--- config.mk ---
export PLATFORM = sky130hd
export DESIGN_NAME = rtu_ctrl
export DESIGN_NICKNAME = d
export VERILOG_FILES = /design/src/design/rtu_pkg.sv /design/src/design/rtu_ctrl.sv
export SDC_FILE = /design/constraint.sdc
export NUM_CORES = 1
export LEC_CHECK = 0
export BUFFER_PORTS_ARGS = -buffer_cell sky130_fd_sc_hd__buf_4
export CAP_MARGIN = 10
export CORE_MARGIN = 1.5
export CORE_UTILIZATION = 25
export CTS_CLUSTER_DIAMETER = 80
export CTS_CLUSTER_SIZE = 28
export DETAILED_ROUTE_END_ITERATION = 8
export PLACE_DENSITY = 0.53
export SETUP_SLACK_MARGIN = 0.2
export SLEW_MARGIN = 10
export SYNTH_ARGS = -nofsm -noshare
export SYNTH_HDL_FRONTEND = slang
export SYNTH_SLANG_ARGS = --single-unit
--- constraint.sdc ---
create_clock -name clock -period 3.7 [get_ports clock]
set_clock_uncertainty 0.15 [all_clocks]
set_input_delay 0.74 -clock clock [delete_from_list [all_inputs] [get_ports clock]]
set_output_delay 0.74 -clock clock [all_outputs]
set_load 0.02 [all_outputs]
--- src/design/rtu_pkg.sv ---
// ----------------------------------------------------------------------------
// rtu_pkg
// types and constants for the ranked table
// ----------------------------------------------------------------------------
package rtu_pkg;

   localparam int TABLE_DEPTH = 128;
   localparam int AW          = $clog2(TABLE_DEPTH);
   localparam int CW          = $clog2(TABLE_DEPTH + 1);
   localparam int KEY_W       = 64;
   localparam int TIME_W      = 32;
   localparam int RANK_W      = 7;
   localparam int COUNT_W     = 8;

   typedef struct packed {
      logic [KEY_W-1:0]  key;
      logic [TIME_W-1:0] total;
      logic [TIME_W-1:0] run;
   } entry_type;

   typedef enum logic [1:0] {
      RD_J,
      RD_JM1,
      RD_JP1,
      RD_RANK
   } rd_sel_type;

   // commands from controller to datapath
   typedef struct packed {
      rd_sel_type rd_sel;
      logic       latch;
      logic       inc_j;
      logic       load_hit;
      logic       load_new;
      logic       wr_up;
      logic       wr_dn;
      logic       place;
      logic       res_read;
      logic       res_drop;
   } cmd_type;

   // status from datapath to controller
   typedef struct packed {
      logic op_read;
      logic key_eq;
      logic m_before_d;
      logic d_before_m;
      logic j_zero;
      logic j_at_pos;
      logic j_next_lt_n;
      logic j_eq_n;
      logic full;
   } status_type;

   // strict ranking order: total first, then last-run value
   function automatic logic ranks_before(entry_type a, entry_type b);
      if (a.total != b.total) begin
         return a.total > b.total;
      end
      return a.run > b.run;
   endfunction

endpackage

--- src/design/rtu_ctrl.sv ---
// ----------------------------------------------------------------------------
// rtu_ctrl
// sequencer for key scan, bubble re-rank, rank read and handshakes
// ----------------------------------------------------------------------------
module rtu_ctrl import rtu_pkg::*; (
   input  logic       clock,
   input  logic       reset,
   input  logic       req_valid,
   output logic       req_ready,
   output logic       rsp_valid,
   input  logic       rsp_ready,
   input  status_type status,
   output cmd_type    cmd
);

   typedef enum logic [3:0] {
      S_IDLE, S_DISP, S_SRD, S_SCMP, S_UPRD, S_UPCMP,
      S_DNRD, S_DNCMP, S_PLACE, S_RRD, S_RRES, S_OUT
   } state_type;

   state_type state_ff, state_in;
   logic      req_ready_ff, rsp_valid_ff;

   // next state and commands
   always_comb begin
      state_in   = state_ff;
      cmd        = '0;
      cmd.rd_sel = RD_J;
      unique case (state_ff)
         S_IDLE: begin
            if (req_valid && req_ready_ff) begin
               cmd.latch = 1'b1;
               state_in  = S_DISP;
            end
         end
         S_DISP: state_in = status.op_read ? S_RRD : S_SRD;
         S_RRD: begin
            cmd.rd_sel = RD_RANK;
            state_in   = S_RRES;
         end
         S_RRES: begin
            cmd.res_read = 1'b1;
            state_in     = S_OUT;
         end
         S_SRD: begin
            priority if (status.j_eq_n && status.full) begin
               cmd.res_drop = 1'b1;
               state_in     = S_OUT;
            end else if (status.j_eq_n) begin
               cmd.load_new = 1'b1;
               state_in     = S_UPRD;
            end else begin
               state_in = S_SCMP;
            end
         end
         S_SCMP: begin
            if (status.key_eq) begin
               cmd.load_hit = 1'b1;
               state_in     = S_UPRD;
            end else begin
               cmd.inc_j = 1'b1;
               state_in  = S_SRD;
            end
         end
         // move toward the head while the entry ranks before its neighbor
         S_UPRD: begin
            cmd.rd_sel = RD_JM1;
            priority if (status.j_zero) begin
               state_in = status.j_at_pos ? S_DNRD : S_PLACE;
            end else begin
               state_in = S_UPCMP;
            end
         end
         S_UPCMP: begin
            priority if (status.m_before_d) begin
               cmd.wr_up = 1'b1;
               state_in  = S_UPRD;
            end else begin
               state_in = status.j_at_pos ? S_DNRD : S_PLACE;
            end
         end
         // move toward the tail while the neighbor ranks before the entry
         S_DNRD: begin
            cmd.rd_sel = RD_JP1;
            state_in   = status.j_next_lt_n ? S_DNCMP : S_PLACE;
         end
         S_DNCMP: begin
            if (status.d_before_m) begin
               cmd.wr_dn = 1'b1;
               state_in  = S_DNRD;
            end else begin
               state_in = S_PLACE;
            end
         end
         S_PLACE: begin
            cmd.place = 1'b1;
            state_in  = S_OUT;
         end
         S_OUT: begin
            if (rsp_ready) begin
               state_in = S_IDLE;
            end
         end
         default: state_in = S_IDLE;
      endcase
   end

   // state and registered handshake outputs
   always_ff @(posedge clock) begin
      if (reset) begin
         state_ff     <= S_IDLE;
         req_ready_ff <= 1'b0;
         rsp_valid_ff <= 1'b0;
      end else begin
         state_ff     <= state_in;
         req_ready_ff <= state_in == S_IDLE;
         rsp_valid_ff <= state_in == S_OUT;
      end
   end

   assign req_ready = req_ready_ff;
   assign rsp_valid = rsp_valid_ff;

endmodule

==> summary.md <==
| Metric | Value |
|---|---|
| Async SR Flop Fraction | 0% |
| Hold Buf Count CTS | 0 |
| Overflow after GRT | 0 |
| Vias in the first global route | 636 |
| Ys flop type | dfxtp_1 |
| Bufs on Longest Clock Path | 2 |
| Drc violations | 0 |
| Slowest stage cell, crit path | dfxtp_1 |
| Area leader, netlist | dfxtp_1 |
| Crit path arrival time | 1.71 ns |
| Nets | 115 |
| Peak VDD IR | 0.264 mV |
| Clock Latency Late Sink | 0.24 ns |
| Distinct cell type count after synthesis | 31 |
| Switching share of power | 46.0% |
| CTS sink cnt | 6 |
| GR Util All Layers | 13.6% |
| Ranking of synthesized cells by area | dfxtp_1, nor2b_1, nand2b_1 |
| Worst Hold Class | input port to flop |
| Kind of critical path | flop to primary output |
| Outcome | finished, final reports clean |
| DP HPWL | 1350 um |
| N_diodes | 0 |
| Share of the synthesized area in the top cell type | 20.7% |
| Top layer in use | met4 |
| Clock power share | 13.8% |
| Final wirelength | 1670 um |
| Met2 WL | 849 um |
| Fin. Hold Viols | 0 |
| Fin Setup TNS | 0 ns |
| First-pass GRT wire length | 2720 um |
| Comb pwr share | 55.9% |
| Setup Buffers After CTS | 0 |
| Worst-Margin Slew | 0.574 ns |
| Routability-driven placement congestion ratio | 0.920 |
| CP peak stage delay | 0.68 ns |
| Full die area | 2610 um^2 |
| Most common cell after layout, fill and taps aside | buf_4 |
| Non-Filler Instances | 128 |
| Synth Warn # | 0 |
| Area of the multi-input gates | 418 um^2 |
| Switching power | 0.196 mW |
| Startpoint types | flop |
| CTS Buf Count | 3 |
| Largest net degree at the start of global routing | 19 |
| Minimum clock period | 2.60 ns |
| Syn nets | 89 |
| Die Span Y | 51.1 um |
| Setup crit end kind | primary output |
| Crit-path cells | nor2b_1 -> nand2_1 -> o21ai_0 -> buf_4 |
| Fill cells | 238 |
| EDFF count, synth | 0 |
| Peak Freq | 0.385 GHz |
| WP data required | 2.81 ns |
| Placed cells | 125 |
| CTS tree | built |
| DRT met1 WL | 686 um |
| Max-slew violation count | 0 |
| Drt pass-1 iters | 4 |
| Post-CTS Resized | 0 |
| Die Width | 51.1 um |
| Post-Synthesis Cell Area | 579 um^2 |
| P per Cell Area | 534 nW/um^2 |
| Clock root cell | clkbuf_4 |
| Core Rows | 17 |
| DRT iter0 DRCs | 25 |
| Post-route ant nets | 0 |
| Routed WL per cell | 13.0 um |
| Seq pwr share | 30.4% |
| Starting Density | 26.4% |
| Via count | 682 |
| Static leakage | 0.346 nW |
| Sequential-to-total area share from yosys stat | 20.7% |
| Max_cap viols | 0 |
| Syn Inst Count | 76 |
| Synth Register Bits | 6 |
| Antenna violations before repair | 0 |
| Unrepaired setup endpoints after global routing | no |
| Crit-path max FO | 18 |
| Htree depth | 1 |
| Vias per inst | 5.33 |
| Port Buffers | 25 |
| Pint | 0.230 mW |
| Cell area after placement | 776 um^2 |
| Synthesized area per cell | 7.62 um^2 |
| Commonest non-fill, non-tap cells in the layout | buf_4, nor2_1, nor2b_1, nand2b_1, dfxtp_1 |
| Register area | 120 um^2 |
| Finished Cell Area | 798 um^2 |
| Core box area | 2190 um^2 |
| Fin util | 36.4% |
| Clk slew on worst S/H paths | 0.04 ns |
| Relative slew slack | 61.7% |
| Part of the cycle the worst path needs | 70.2% |
| Routed wl met3 | 116 um |
| P&R area growth vs syn | 37.8% |
| Final setup viols | 0 |
| Share of layout cells above drive strength 1 | 33.0% |
| I/O Pins | 26 |
-- sequential cells by signal, indices dropped and copies added, names as in the netlist --
name       flops
state_ff       4
req_ready      1
rsp_valid      1
-- metal layers --
metal	up-vias	GRT usage (%)
met2	26	22.7
met5	-	0
met4	0	7.66
li1	335	-
met3	2	2.05
met1	319	16.4
-- power by group through the flow --
stage	logic, mW	registers [mW]	clock network (mW)
floorplan	0.200	0.102	0
global placement	0.241	0.129	0
detailed placement	0.238	0.129	0
CTS	0.240	0.128	0.0620
global route	0.260	0.138	0.0651
finish	0.238	0.129	0.0587
-- cell usage after synthesis (all sizes together) (2+ instances only) --
library cell / count
nor2: 10
o21ai: 3
nor2b: 7
nand4: 2
inv: 4
nand2b: 6
nand2: 2
and3: 3
dfxtp: 6
a21oi: 4
nand3: 3
buf: 4
a2111oi: 2
nor3: 3
nor4b: 2
-- critical path: cells and delay by family, from the launching register on --
family / cells / cell delay, ns
flops: 1 / 0.68
buf+inv: 1 / 0.19
compound gates: 1 / 0.12
simple gates: 2 / 0.47
-- worst paths after layout --
check                              start                      to  slack (ns)  depth (start not counted)
setup / recovery  state_ff[0]$_SDFF_PP0_                 cmd[10]        1.10                          4
hold / removal                     reset  state_ff[1]$_SDFF_PP0_        0.54                          2
setup reg to reg  state_ff[0]$_SDFF_PP0_    req_ready$_SDFF_PP0_        1.64                          5
hold reg to reg   state_ff[1]$_SDFF_PP0_  state_ff[2]$_SDFF_PP0_        0.64                          2
-- logic make-up after synthesis --
| family | count (synthesis) | share of synthesized area, % |
|---|---|---|
| AOI/OAI and AO/OA | 19 | 27.0 |
| and+or+nand+nor | 42 | 43.2 |
| DFF | 6 | 20.7 |
| muxes | 1 | 1.94 |
| buffers and inverters | 8 | 7.13 |
-- area by class of cell --
class                           count  area share, %
Inverter                            4           1.88
Timing Repair Buffer               25           23.5
Sequential cell                     6           15.0
Clock buffer                        3           2.82
Multi-Input combinational cell     62           52.4
Tap cell                           28           4.39
-- stage by stage --
step / power, mW / setup slack, ns / hold slack [ns]
finish: 0.426 / 1.10 / 0.545
global route: 0.463 / 0.965 / 0.540
CTS: 0.430 / 1.11 / 0.536
detailed placement: 0.367 / 1.39 / 0.648
global placement: 0.370 / 1.41 / 0.650
floorplan: 0.303 / 1.45 / 0.538
Power figures use the tool's default switching activity.
